===== src/rtl/core/plm_pkg.sv =====
`timescale 1ns / 1ps

package plm_pkg;

    // Field widths of the stream items
    localparam int POS_W     = 16;
    localparam int VAL_W     = 17;
    localparam int IDX_IN_W  = 4;
    localparam int CNT_IN_W  = 5;
    localparam int ENTRY_W   = POS_W + VAL_W;

    // Default table size
    localparam int DEFAULT_TABLE_DEPTH = 16;

    // Interpolation arithmetic
    localparam int DPOS_W    = POS_W + 1;
    localparam int DVAL_W    = VAL_W + 1;
    localparam int PROD_W    = DPOS_W + DVAL_W;
    localparam int QUO_W     = 18;
    localparam int QMAG_W    = QUO_W + 1;
    localparam int SUM_W     = QMAG_W + 1;
    localparam int DIV_CNT_W = $clog2(QUO_W);

    localparam logic [POS_W-1:0]  Q_ONE        = 16'h8000;
    localparam logic [VAL_W-1:0]  VAL_MIN_BITS = 17'h10000;
    localparam logic [VAL_W-1:0]  VAL_MAX_BITS = 17'h0FFFF;
    localparam logic [QMAG_W-1:0] QUO_OVF      = 19'h40000;

    // Item kinds carried on tuser
    localparam logic FUNC_LOAD = 1'b0;
    localparam logic FUNC_EVAL = 1'b1;

    typedef enum logic [3:0] {
        ST_IDLE,
        ST_SCAN,
        ST_SEARCH,
        ST_NEXT,
        ST_MUL,
        ST_ABS,
        ST_DIV,
        ST_FIN,
        ST_DONE
    } plm_state_t;

endpackage


===== src/rtl/core/plm_ram.sv =====
`timescale 1ns / 1ps

module plm_ram #(
    parameter int WIDTH = 8,
    parameter int DEPTH = 16
) (
    input  logic                     clk,
    input  logic                     we,
    input  logic [$clog2(DEPTH)-1:0] waddr,
    input  logic [WIDTH-1:0]         wdata,
    input  logic [$clog2(DEPTH)-1:0] raddr,
    output logic [WIDTH-1:0]         rdata
);

    logic [WIDTH-1:0] mem [DEPTH];

    always_ff @(posedge clk)
    begin
        if (we)
        begin
            mem[waddr] <= wdata;
        end
        rdata <= mem[raddr];
    end

endmodule


===== src/rtl/core/piecewise_linear_mapper.sv =====
`timescale 1ns / 1ps

// Piecewise-linear mapper: a table of breakpoints (position, value) maps a
// query position to a linearly interpolated value.
// Input channel s_axis_*: tuser selects the kind of transaction. A load
// (tuser = 0) writes one table entry and produces no output. An evaluate
// (tuser = 1) produces exactly one output transaction on m_axis_*.
// cfg_we / cfg_wdata set the number of breakpoints in use; write it only
// while the block is idle.
// Sequence: an evaluate with n points in use (n >= 2) runs two passes over
// the table memory's single read port (min/max scan, then a downward
// search) and can end in an 18-step restoring divider; with fewer than
// two points the position passes through. The input is accepted only
// while the sequencer is idle; one item is in work at a time, and the
// next input is taken once the result has moved to the output register.
// The result sits in an output register: a stalled receiver does not hold
// up the next input, but a second result waits in the sequencer until the
// output register frees up.
// Reset clears the sequencer, the output valid and the point count; the
// table contents are not cleared and must be loaded before use.
module piecewise_linear_mapper #(
    parameter int TABLE_DEPTH = plm_pkg::DEFAULT_TABLE_DEPTH
) (
    input  logic        clk,
    input  logic        rst_n,
    // config: number of breakpoints in use
    input  logic        cfg_we,
    input  logic [4:0]  cfg_wdata,
    // input stream
    input  logic        s_axis_tvalid,
    output logic        s_axis_tready,
    // [3:0] point_index, [19:4] master_position, [36:20] point_value, zero pad
    input  logic [39:0] s_axis_tdata,
    // [0] func
    input  logic        s_axis_tuser,
    // output stream
    output logic        m_axis_tvalid,
    input  logic        m_axis_tready,
    // [16:0] mapped_value, [20:17] segment_start, zero pad
    output logic [23:0] m_axis_tdata
);

    localparam int IDX_W = (TABLE_DEPTH > 1) ? $clog2(TABLE_DEPTH) : 1;
    localparam int CNT_W = $clog2(TABLE_DEPTH + 1);

    // ---------------------------------------------------------------
    // Input field unpacking
    // ---------------------------------------------------------------
    logic                           in_func;
    logic [plm_pkg::IDX_IN_W-1:0]   in_idx;
    logic [plm_pkg::POS_W-1:0]      in_pos;
    logic [plm_pkg::VAL_W-1:0]      in_val;

    assign in_func = s_axis_tuser;
    assign in_idx  = s_axis_tdata[3:0];
    assign in_pos  = s_axis_tdata[19:4];
    assign in_val  = s_axis_tdata[36:20];

    // ---------------------------------------------------------------
    // Registers
    // ---------------------------------------------------------------
    plm_pkg::plm_state_t state_reg, state_next;

    logic [plm_pkg::CNT_IN_W-1:0] pts_reg;
    logic [CNT_W-1:0]             n_reg, n_next;
    logic [IDX_W-1:0]             addr_reg, addr_next;
    logic                         issued_all_reg, issued_all_next;
    logic                         pend_reg, pend_next;
    logic [IDX_W-1:0]             pend_idx_reg, pend_idx_next;
    logic                         m_valid_reg, m_valid_next;
    logic [plm_pkg::DIV_CNT_W-1:0] div_cnt_reg, div_cnt_next;

    logic [plm_pkg::POS_W-1:0]         pos_reg, pos_next;
    logic [plm_pkg::POS_W-1:0]         lo_reg, lo_next;
    logic [plm_pkg::POS_W-1:0]         hi_reg, hi_next;
    logic [plm_pkg::POS_W-1:0]         p0_reg, p0_next;
    logic [plm_pkg::VAL_W-1:0]         v0_reg, v0_next;
    logic [IDX_W-1:0]                  seg_reg, seg_next;
    logic signed [plm_pkg::DPOS_W-1:0] dpos_reg, dpos_next;
    logic signed [plm_pkg::DVAL_W-1:0] dv_reg, dv_next;
    logic [plm_pkg::POS_W-1:0]         d_reg, d_next;
    logic signed [plm_pkg::PROD_W-1:0] prod_reg, prod_next;
    logic                              neg_reg, neg_next;
    logic [plm_pkg::QUO_W-1:0]         num_reg, num_next;
    logic [plm_pkg::POS_W-1:0]         rem_reg, rem_next;
    logic [plm_pkg::QMAG_W-1:0]        q_reg, q_next;
    logic [plm_pkg::VAL_W-1:0]         res_reg, res_next;
    logic [plm_pkg::VAL_W-1:0]         out_val_reg, out_val_next;
    logic [plm_pkg::IDX_IN_W-1:0]      out_seg_reg, out_seg_next;

    // ---------------------------------------------------------------
    // Table memory: {value, position} per entry
    // ---------------------------------------------------------------
    logic                          ram_we;
    logic [IDX_W-1:0]              ram_waddr;
    logic [plm_pkg::ENTRY_W-1:0]   ram_wdata;
    logic [IDX_W-1:0]              ram_raddr;
    logic [plm_pkg::ENTRY_W-1:0]   ram_rdata;
    logic [plm_pkg::POS_W-1:0]     rd_pos;
    logic [plm_pkg::VAL_W-1:0]     rd_val;

    plm_ram #(
        .WIDTH (plm_pkg::ENTRY_W),
        .DEPTH (TABLE_DEPTH)
    ) u_table (
        .clk   (clk),
        .we    (ram_we),
        .waddr (ram_waddr),
        .wdata (ram_wdata),
        .raddr (ram_raddr),
        .rdata (ram_rdata)
    );

    assign ram_waddr = IDX_W'(in_idx);
    assign ram_wdata = {in_val, in_pos};
    assign rd_pos    = ram_rdata[plm_pkg::POS_W-1:0];
    assign rd_val    = ram_rdata[plm_pkg::ENTRY_W-1:plm_pkg::POS_W];

    // ---------------------------------------------------------------
    // Handshake and output
    // ---------------------------------------------------------------
    logic s_fire;
    logic [CNT_W-1:0] n_calc;
    logic [CNT_W-1:0] n_last;

    assign s_axis_tready = (state_reg == plm_pkg::ST_IDLE);
    assign s_fire        = s_axis_tvalid && s_axis_tready;
    assign m_axis_tvalid = m_valid_reg;
    assign m_axis_tdata  = {3'b000, out_seg_reg, out_val_reg};

    // Cap the configured count at the table size
    assign n_calc = (32'(pts_reg) > 32'(TABLE_DEPTH)) ? CNT_W'(TABLE_DEPTH)
                                                      : CNT_W'(pts_reg);
    assign n_last = n_reg - CNT_W'(1);

    // ---------------------------------------------------------------
    // Sequencer: next state and datapath
    // ---------------------------------------------------------------
    logic [plm_pkg::POS_W-1:0]     lo_new, hi_new, clamp_lo;
    logic [plm_pkg::DPOS_W-1:0]    d_full;
    logic [plm_pkg::PROD_W-1:0]    mag;
    logic [plm_pkg::DPOS_W-1:0]    partial;
    logic [plm_pkg::DPOS_W:0]      trial;
    logic                          ge;
    logic [plm_pkg::SUM_W-1:0]     q_ext, q_sgn, sum;

    always_comb
    begin
        state_next      = state_reg;
        n_next          = n_reg;
        addr_next       = addr_reg;
        issued_all_next = issued_all_reg;
        pend_next       = pend_reg;
        pend_idx_next   = pend_idx_reg;
        m_valid_next    = m_valid_reg && !m_axis_tready;
        div_cnt_next    = div_cnt_reg;
        pos_next        = pos_reg;
        lo_next         = lo_reg;
        hi_next         = hi_reg;
        p0_next         = p0_reg;
        v0_next         = v0_reg;
        seg_next        = seg_reg;
        dpos_next       = dpos_reg;
        dv_next         = dv_reg;
        d_next          = d_reg;
        prod_next       = prod_reg;
        neg_next        = neg_reg;
        num_next        = num_reg;
        rem_next        = rem_reg;
        q_next          = q_reg;
        res_next        = res_reg;
        out_val_next    = out_val_reg;
        out_seg_next    = out_seg_reg;
        ram_we          = 1'b0;
        ram_raddr       = addr_reg;

        lo_new   = (rd_pos < lo_reg) ? rd_pos : lo_reg;
        hi_new   = (rd_pos > hi_reg) ? rd_pos : hi_reg;
        clamp_lo = (pos_reg < lo_new) ? lo_new : pos_reg;
        d_full   = {1'b0, rd_pos} - {1'b0, p0_reg};
        mag      = prod_reg[plm_pkg::PROD_W-1] ? (plm_pkg::PROD_W'(0) - prod_reg)
                                               : prod_reg;
        partial  = {rem_reg, num_reg[plm_pkg::QUO_W-1]};
        trial    = {1'b0, partial} - {2'b00, d_reg};
        ge       = !trial[plm_pkg::DPOS_W];
        q_ext    = {1'b0, q_reg};
        q_sgn    = neg_reg ? (plm_pkg::SUM_W'(0) - q_ext) : q_ext;
        sum      = {{(plm_pkg::SUM_W - plm_pkg::VAL_W){v0_reg[plm_pkg::VAL_W-1]}}, v0_reg}
                   + q_sgn;

        case (state_reg)
            plm_pkg::ST_IDLE:
            begin
                if (s_fire)
                begin
                    if (in_func == plm_pkg::FUNC_LOAD)
                    begin
                        // drop loads beyond the table
                        ram_we = (32'(in_idx) < 32'(TABLE_DEPTH));
                    end
                    else
                    begin
                        n_next   = n_calc;
                        pos_next = in_pos;
                        if (n_calc < CNT_W'(2))
                        begin
                            // too few points: pass the position through
                            res_next   = {1'b0, in_pos};
                            seg_next   = '0;
                            state_next = plm_pkg::ST_DONE;
                        end
                        else
                        begin
                            lo_next         = plm_pkg::Q_ONE;
                            hi_next         = '0;
                            addr_next       = '0;
                            issued_all_next = 1'b0;
                            pend_next       = 1'b0;
                            state_next      = plm_pkg::ST_SCAN;
                        end
                    end
                end
            end

            plm_pkg::ST_SCAN:
            begin
                pend_next = 1'b0;
                if (!issued_all_reg)
                begin
                    pend_next     = 1'b1;
                    pend_idx_next = addr_reg;
                    if (CNT_W'(addr_reg) == n_last)
                    begin
                        issued_all_next = 1'b1;
                    end
                    else
                    begin
                        addr_next = addr_reg + IDX_W'(1);
                    end
                end
                if (pend_reg)
                begin
                    lo_next = lo_new;
                    hi_next = hi_new;
                    if (CNT_W'(pend_idx_reg) == n_last)
                    begin
                        // raise to the low bound, then lower to the high bound
                        pos_next        = (clamp_lo > hi_new) ? hi_new : clamp_lo;
                        addr_next       = IDX_W'(n_last);
                        issued_all_next = 1'b0;
                        pend_next       = 1'b0;
                        state_next      = plm_pkg::ST_SEARCH;
                    end
                end
            end

            plm_pkg::ST_SEARCH:
            begin
                pend_next = 1'b0;
                if (!issued_all_reg)
                begin
                    pend_next     = 1'b1;
                    pend_idx_next = addr_reg;
                    if (addr_reg == '0)
                    begin
                        issued_all_next = 1'b1;
                    end
                    else
                    begin
                        addr_next = addr_reg - IDX_W'(1);
                    end
                end
                if (pend_reg && !(rd_pos > pos_reg && pend_idx_reg != '0))
                begin
                    // stop at the first entry at or below, or at entry zero
                    seg_next  = pend_idx_reg;
                    p0_next   = rd_pos;
                    v0_next   = rd_val;
                    pend_next = 1'b0;
                    if (CNT_W'(pend_idx_reg) == n_last)
                    begin
                        res_next   = rd_val;
                        state_next = plm_pkg::ST_DONE;
                    end
                    else
                    begin
                        state_next = plm_pkg::ST_NEXT;
                    end
                end
            end

            plm_pkg::ST_NEXT:
            begin
                ram_raddr = seg_reg + IDX_W'(1);
                if (!pend_reg)
                begin
                    pend_next = 1'b1;
                end
                else
                begin
                    pend_next = 1'b0;
                    dpos_next = {1'b0, pos_reg} - {1'b0, p0_reg};
                    dv_next   = {rd_val[plm_pkg::VAL_W-1], rd_val}
                              - {v0_reg[plm_pkg::VAL_W-1], v0_reg};
                    d_next    = d_full[plm_pkg::POS_W-1:0];
                    if (!d_full[plm_pkg::DPOS_W-1] && d_full != '0)
                    begin
                        state_next = plm_pkg::ST_MUL;
                    end
                    else
                    begin
                        // empty or reversed interval: hold the lower value
                        res_next   = v0_reg;
                        state_next = plm_pkg::ST_DONE;
                    end
                end
            end

            plm_pkg::ST_MUL:
            begin
                prod_next  = dpos_reg * dv_reg;
                state_next = plm_pkg::ST_ABS;
            end

            plm_pkg::ST_ABS:
            begin
                neg_next = prod_reg[plm_pkg::PROD_W-1];
                if (mag[plm_pkg::PROD_W-1:plm_pkg::QUO_W] >= {1'b0, d_reg})
                begin
                    // quotient too large for 18 bits: the sum saturates anyway
                    q_next     = plm_pkg::QUO_OVF;
                    state_next = plm_pkg::ST_FIN;
                end
                else
                begin
                    rem_next     = mag[plm_pkg::QUO_W+plm_pkg::POS_W-1:plm_pkg::QUO_W];
                    num_next     = mag[plm_pkg::QUO_W-1:0];
                    q_next       = '0;
                    div_cnt_next = '0;
                    state_next   = plm_pkg::ST_DIV;
                end
            end

            plm_pkg::ST_DIV:
            begin
                // one restoring-division step per cycle
                rem_next     = ge ? trial[plm_pkg::POS_W-1:0] : partial[plm_pkg::POS_W-1:0];
                num_next     = {num_reg[plm_pkg::QUO_W-2:0], 1'b0};
                q_next       = {q_reg[plm_pkg::QMAG_W-2:0], ge};
                div_cnt_next = div_cnt_reg + plm_pkg::DIV_CNT_W'(1);
                if (div_cnt_reg == plm_pkg::DIV_CNT_W'(plm_pkg::QUO_W - 1))
                begin
                    state_next = plm_pkg::ST_FIN;
                end
            end

            plm_pkg::ST_FIN:
            begin
                if (sum[plm_pkg::SUM_W-1:plm_pkg::VAL_W-1] == '0
                    || sum[plm_pkg::SUM_W-1:plm_pkg::VAL_W-1] == '1)
                begin
                    res_next = sum[plm_pkg::VAL_W-1:0];
                end
                else
                begin
                    res_next = sum[plm_pkg::SUM_W-1] ? plm_pkg::VAL_MIN_BITS
                                                     : plm_pkg::VAL_MAX_BITS;
                end
                state_next = plm_pkg::ST_DONE;
            end

            plm_pkg::ST_DONE:
            begin
                // advance into the output register once it frees up
                if (!m_valid_reg || m_axis_tready)
                begin
                    out_val_next = res_reg;
                    out_seg_next = plm_pkg::IDX_IN_W'(seg_reg);
                    m_valid_next = 1'b1;
                    state_next   = plm_pkg::ST_IDLE;
                end
            end

            default:
            begin
                state_next = plm_pkg::ST_IDLE;
            end
        endcase
    end

    // ---------------------------------------------------------------
    // Control state
    // ---------------------------------------------------------------
    always_ff @(posedge clk or negedge rst_n)
    begin
        if (!rst_n)
        begin
            state_reg      <= plm_pkg::ST_IDLE;
            pts_reg        <= '0;
            n_reg          <= '0;
            addr_reg       <= '0;
            issued_all_reg <= 1'b0;
            pend_reg       <= 1'b0;
            pend_idx_reg   <= '0;
            m_valid_reg    <= 1'b0;
            div_cnt_reg    <= '0;
        end
        else
        begin
            state_reg      <= state_next;
            if (cfg_we)
            begin
                pts_reg <= cfg_wdata;
            end
            n_reg          <= n_next;
            addr_reg       <= addr_next;
            issued_all_reg <= issued_all_next;
            pend_reg       <= pend_next;
            pend_idx_reg   <= pend_idx_next;
            m_valid_reg    <= m_valid_next;
            div_cnt_reg    <= div_cnt_next;
        end
    end

    // ---------------------------------------------------------------
    // Datapath registers
    // ---------------------------------------------------------------
    always_ff @(posedge clk)
    begin
        pos_reg     <= pos_next;
        lo_reg      <= lo_next;
        hi_reg      <= hi_next;
        p0_reg      <= p0_next;
        v0_reg      <= v0_next;
        seg_reg     <= seg_next;
        dpos_reg    <= dpos_next;
        dv_reg      <= dv_next;
        d_reg       <= d_next;
        prod_reg    <= prod_next;
        neg_reg     <= neg_next;
        num_reg     <= num_next;
        rem_reg     <= rem_next;
        q_reg       <= q_next;
        res_reg     <= res_next;
        out_val_reg <= out_val_next;
        out_seg_reg <= out_seg_next;
    end

    // ---------------------------------------------------------------
    // Assertions
    // ---------------------------------------------------------------
`ifndef NO_ASSERTIONS
    // A load never creates an output transaction
    a_load_no_result: assert property (@(posedge clk) disable iff (!rst_n)
        (s_fire && in_func == plm_pkg::FUNC_LOAD && !m_valid_reg) |=> !m_valid_reg)
        else $error("load produced an output transaction");

    // The divider remainder stays below the divisor
    a_rem_below_div: assert property (@(posedge clk) disable iff (!rst_n)
        (state_reg == plm_pkg::ST_DIV) |-> (rem_reg < d_reg))
        else $error("divider remainder out of range");

    // Interpolation only starts below the top point in use
    a_seg_below_top: assert property (@(posedge clk) disable iff (!rst_n)
        (state_reg == plm_pkg::ST_NEXT) |-> (CNT_W'(seg_reg) < n_last))
        else $error("interpolation from the top entry");

    // Divider runs exactly the quotient width
    a_div_count: assert property (@(posedge clk) disable iff (!rst_n)
        (state_reg == plm_pkg::ST_DIV && state_next == plm_pkg::ST_FIN)
        |-> (div_cnt_reg == plm_pkg::DIV_CNT_W'(plm_pkg::QUO_W - 1)))
        else $error("divider left early");
`endif

endmodule


===== config.mk =====
export PLATFORM = sky130hd
export DESIGN_NAME = piecewise_linear_mapper
export DESIGN_NICKNAME = d
export VERILOG_FILES = /design/src/rtl/core/plm_pkg.sv /design/src/rtl/core/plm_ram.sv /design/src/rtl/core/piecewise_linear_mapper.sv
export SDC_FILE = /design/constraint.sdc
export NUM_CORES = 2
export LEC_CHECK = 0
export BUFFER_PORTS_ARGS = -buffer_cell sky130_fd_sc_hd__clkbuf_2
export CAP_MARGIN = 20
export CORE_MARGIN = 5
export CORE_UTILIZATION = 66
export DETAILED_ROUTE_END_ITERATION = 8
export PLACE_DENSITY_LB_ADDON = 0.08
export SLEW_MARGIN = 0
export SYNTH_ARGS = -nofsm -noshare
export SYNTH_HDL_FRONTEND = slang
export SYNTH_HIERARCHICAL = 1
export SYNTH_SLANG_ARGS = --single-unit

===== constraint.sdc =====
create_clock -name clk -period 14.75 [get_ports clk]
set_input_delay 2.2125 -clock clk [delete_from_list [all_inputs] [get_ports clk]]
set_output_delay 2.2125 -clock clk [all_outputs]
set_load 0.01 [all_outputs]

# --- Word level (Yosys, flattened, before mapping) ---
# Memories as Yosys holds them, arrays and structs flattened. A register that Yosys moved wholly into a read port is not among the register bits.
# Index checks and enable logic that the tools add are counted.
classes:
  n_mux: 93
  n_div: 0
  n_shift: 0
  reduce_logical: 38
  multipliers: 1
  eq_ne: 27
  n_bitwise: 1
  addsub: 12
  magnitude_cmp: 8
ops:
  columns: ["cell", "n"]
  rows:
  - ["two-way mux 16 bit", 18]
  - ["two-way mux 17 bit", 9]
  - ["one-hot mux 16 bit (2 select lines)", 4]
  - ["two-way mux 4 bit", 25]
  - ["one-hot mux 17 bit (4 select lines)", 1]
  - ["greater-than comparator 16 bit", 3]
  - ["one-hot mux 19 bit (2 select lines)", 1]
  - ["one-hot mux 18 bit (2 select lines)", 1]
  - ["one-hot mux 4 bit (9 select lines)", 1]
  - ["multiplier 17 x 18 -> 35 bit", 1]
  - ["two-way mux 35 bit", 1]
  - ["subtractor 1 x 35 -> 35 bit (first input constant)", 1]
  - ["subtractor 16 x 16 -> 17 bit", 2]
  - ["less-than comparator 16 bit", 2]
  - ["inequality test 2 bit (second input constant)", 12]
  - ["two-way mux 1 bit", 22]
  - ["adder 20 bit", 1]
  - ["two-way mux 20 bit", 1]
  - ["subtractor 1 x 19 -> 20 bit (first input constant)", 1]
  - ["two-way mux 19 bit", 1]
  - ["two-way mux 18 bit", 1]
  - ["subtractor 17 x 16 -> 18 bit", 1]
  - ["subtractor 17 x 17 -> 18 bit", 1]
  - [">= comparator 17 x 16 -> 1 bit", 1]
  - ["35 further kinds", 68]
totals:
  rom_bits: 0
  memories: 1
  ramBits: 528
  out_inout_bits: 26
  elab_cells: 207
  latch_bits: 0
  reg_bits: 293
memory_table:
  columns: ["name", "words", "word_bits", "read_ports", "rd_clocked_by_memory_dff", "write_ports", "line_no", "text"]
  rows:
  - ["u_table.mem", 16, 33, 1, 1, 1, "plm_ram.sv:15", "logic [WIDTH-1:0] mem [DEPTH];"]

# --- Longest topological paths before layout ---
logic_depth:
  ltp_word: 9
  mapped_depth: 31
  ltp_nobuf: 29

# --- Cells and area by module ---
# The synthesis kept the hierarchy.
modules_own_cells:
  columns: ["mod", "cells_per_inst", "n_inst", "area_each_um2", "seq_area_each_um2"]
  rows:
  - ["piecewise_linear_mapper", 3143, 1, 30930.9, 8648.3]
  - ["plm_ram", 864, 1, 20629.8, 16515.8]

# --- Worst setup path after synthesis ---
# Ideal clock, no wire load.
synth_path:
  kind: "register to register"
  start: "register dpos_reg[7] (netlist bit)"
  end: "register prod_reg[32] (netlist bit), data pin"
  t_arrival_ns: 6.493
  setup_ns: 0.195
  slack_ns: 8.062
  n_path_buf: 3
  synth_period_minus_slack_ns: 6.688
  path_stages_with_launch: 25
  cell_sequence: "edfxtp_1 > clkbuf_1 > clkbuf_1 > nand2_1 > fa_1 > inv_1 > fa_1 > inv_1 > fa_1 > inv_1 > fa_1 > inv_1 > fa_1 > inv_1 > fa_1 > ha_1 > clkbuf_1 > nand2_1 > a2111oi_0 > nor2_1 > a311o_1 > o21ai_0 > a31oi_1 > or3_1 > o311ai_0"
synth_between:
  elab_chain_cells: 1
synth_rtl:
  columns: ["item", "line_no", "text"]
  rows:
  - ["start: declaration", "piecewise_linear_mapper.sv:79", "logic signed [plm_pkg::DPOS_W-1:0] dpos_reg, dpos_next;"]
  - ["start signal: assignment", "piecewise_linear_mapper.sv:436", "dpos_reg <= dpos_next;"]
  - ["multiplier 17 x 18 -> 35 bit", "piecewise_linear_mapper.sv:321", "prod_next = dpos_reg * dv_reg;"]
  - ["end signal: assignment", "piecewise_linear_mapper.sv:439", "prod_reg <= prod_next;"]
  - ["end: declaration", "piecewise_linear_mapper.sv:82", "logic signed [plm_pkg::PROD_W-1:0] prod_reg, prod_next;"]
# Every way passes these cells.
# A chain may end at the register's enable or synchronous reset.

# --- Final worst setup path ---
layout_path:
  start: "register dpos_reg[2] (netlist bit)"
  end: "register prod_reg[32] (netlist bit), data pin"
# Same word-level chain as after synthesis.

==> flow_summary.yaml <==
yosys:
  ys_ff_latch: 854
  synth_edf_count: 791
  synth.avg_cell_area_um2: 12.9
  yosysWarnings: 6
  seq_area_frac_synth_pct: 48.8
  syn-cell-area_um2: 51600
  synth_top_area_share_pct: 46.1
  synth_top_family_by_area: "adder cells"
  synth_ff_type: "edfxtp_1"
  synth_compound_area_share_pct: 8.02
  synth_fa_ha_area_share_pct: 18.9
  synth-async-reset-ratio_pct: 3.51
  yosys.area_share.simple_pct: 9.33
  muxShareOfSynthArea_pct: 7.38
  synth_xor_area_share_pct: 2.51
  netlist_instances: 4007
  netlist.top_cell.by_area: "edfxtp_1"
  yosys.cell_types.count: 87
  netlist_top_cells_area: "edfxtp_1 (46%), fa_1 (12%), ha_1 (6.6%)"
placed_design:
  globalplace.congestion: 0.887
  hpwl_mm: 81.3
  place_area_um2: 53100
  dp_cells: 5028
  pre_cts_ws_ns: 7.29
  portBuffers: 70
global_routing:
  grt_pass1_wl_mm: 192
  grt_usage_pct: 30.2
  grt_pass1_vias: 33100
  antenna_found_initial: 9
  gr-total-overflow: 0
  grt_max_degree: 133
drt:
  routed.top_layer: "met5"
  met3_length_mm: 9.32
  drc_errors: 0
  num_vias: 32400
  wl_met1_mm: 47.3
  wl_met2_mm: 61.4
  wl_mm: 125
  routed_via_density: 6.24
  drt.antenna.violating_nets: 0
  first_pass_iters: 8
  drt_iter0_markers: 2794
  avgRoutedWirePerCell_um: 24.0
critical_path:
  path_class: "reg -> reg"
  crit_fanout: 18
  cp.required_ns: 15.15
  r2r_cells: 19
  critPathArrivalTime_ns: 7.97
  worstSetupStartpointType: "register"
  end_kind: "register"
clock_tree:
  cts_max_level: 3
  cts_buffer_depth: 3
  postCtsSetupBuffers: 0
  worstSkewPairLatency_ns: 0.69
  cts_tree: "done"
  cts_resized: 0
  postCtsHoldBufs: 0
  root_buffer: "clkbuf_16"
  numCtsBuffers: 87
  cts.sinks: 854
  clk_transition_reported_paths_ns: 0.07
sta:
  setup_tns_ns: 0
  maxSlewHeadroom_pct: 19.4
  setup_ws_ns: 7.18
  finalClockSkew_ns: 0.0804
  fin_crit_sh_pct: 51.3
  slew_violations: 0
  setup_viol: 0
  rsz0062_at_grt: "false"
  fmax_mhz: 132
  worst_pin_slew_ns: 1.21
  hold_viol: 0
  period_needed_ns: 7.57
layout:
  design_area_um2: 56100
  drive_above_1_share_pct: 10.6
  layout.nets: 4719
  largest_reg_flops: 528
  area_delta_synth_final_pct: 8.85
  layoutNonFillerInstCount: 5198
min_path:
  hold_depth: 0
  hp-class: "reg -> reg"
die:
  core_area_um2: 77500
  ioPinCount: 77
  start_util_pct: 66.6
  die_w_um: 290
  rows: 102
  die-height_um: 290
  dieArea_um2: 83800
job:
  cap_violations: 0
outcome:
  status: "completed"
-- synth_stat cells (all sizes together) (7+ instances only) --
master,count
a211o,7
a211oi,15
a21boi,13
a21o,56
a21oi,108
a221oi,15
a222oi,16
a22oi,83
a31oi,18
and2,174
and3,32
buf,33
clkbuf,104
dfrtp,30
dfxtp,33
edfxtp,791
fa,316
ha,273
inv,509
mux2,29
mux2i,43
mux4,132
nand2,298
nand2b,44
nand3,37
nand3b,14
nand4,18
nor2,203
nor2b,33
nor3,49
nor3b,8
o211ai,8
o21a,33
o21ai,120
o221ai,8
o31ai,23
o41ai,9
or2,9
or3,16
or4,12
xnor2,97
xor2,51
-- final cells by class --
| type | instances | area [µm²] |
|---|---|---|
| fillers | 5168 | 21300 |
| multi-input cells | 2509 | 24000 |
| repair buffers | 118 | 776 |
| inverters | 509 | 1910 |
| clock inverters | 41 | 584 |
| well taps | 1040 | 1300 |
| diodes | 7 | 17.5 |
| clock buffers | 120 | 2350 |
| flip-flops and latches | 854 | 25200 |
-- worst paths after layout --
path,slack [ns],end,startpoint
worst max register to register,7.18,prod_reg[32]$_DFFE_PP_,dpos_reg[2]$_DFFE_PP_
worst min register to register,0.42,out_val_reg[11]$_DFFE_PP_,res_reg[11]$_DFFE_PP_
max in group asynchronous,12.49,div_cnt_reg[2]$_DFFE_PN0P_,rst_n
worst max-delay path,7.18,prod_reg[32]$_DFFE_PP_,dpos_reg[2]$_DFFE_PP_
min in group asynchronous,1.67,pend_reg$_DFFE_PN0P_,rst_n
worst min-delay path,0.42,out_val_reg[11]$_DFFE_PP_,res_reg[11]$_DFFE_PP_
-- kinds of logic (layout without fill, tap and decap cells) --
group                    count (synthesis)  after routing
AND/OR/NAND/NOR                        970            970
other                                    1             10
multiplexers                           204            204
flip-flops                             854            854
adder cells (fa/ha/maj)                589            589
XOR/XNOR                               148            148
buffers and inverters                  646            788
AO/OA/AOI/OAI                          595            595
-- metrics by stage --
step | hold slack (ns) | utilization [%]
floorplan | 0.400 | -
global placement | 0.402 | 68.6
detailed placement | 0.405 | 68.6
CTS | 0.419 | 72.4
global route | 0.421 | 72.4
finish | 0.416 | 72.5
-- worst max-delay path: stages, from the launching register on --
cell	delay (ns)
edfxtp_1	0.97
nand2_1	0.21
inv_1	0.19
fa_1	0.58
fa_1	0.93
inv_1	0.24
fa_1	0.57
fa_1	0.44
fa_1	0.52
fa_1	0.59
inv_1	0.05
ha_1	0.37
a21o_1	0.20
a21o_1	0.16
a21oi_1	0.13
inv_1	0.06
or3_1	0.30
a31oi_1	0.26
nor2_1	0.14
o311ai_0	0.38
-- layout by cell type, fill, tap and decap left out, types with 16 or more instances in the layout --
cell and count:
nor3_1 42, o31ai_1 22, nor2b_1 31, mux4_2 113
nand3_1 37, inv_1 508, dfrtp_1 30, dfxtp_1 33
fa_1 316, o21a_1 33, nand4_1 18, a31oi_1 18
ha_1 273, a222oi_1 16, mux2i_1 43, a21o_1 56
clkbuf_1 28, o21ai_0 119, edfxtp_1 791, xor2_1 51
and3_1 32, a21oi_1 104, clkbuf_16 87, mux4_1 19
clkbuf_2 70, and2_1 162, buf_4 43, or3_1 16
nor2_1 187, nand2b_1 44, mux2_2 28, a22oi_1 73
xnor2_1 97, nand2_1 298
-- metal layers --
layer,GRT usage [%],vias to the layer above
met5,0,-
met4,13.5,6
met3,4.75,320
met2,50.9,1342
met1,39.5,16300
li1,-,14500
Power is not shown: default switching activity piles up to over one toggle a cycle in this logic, so the estimate is an artifact.
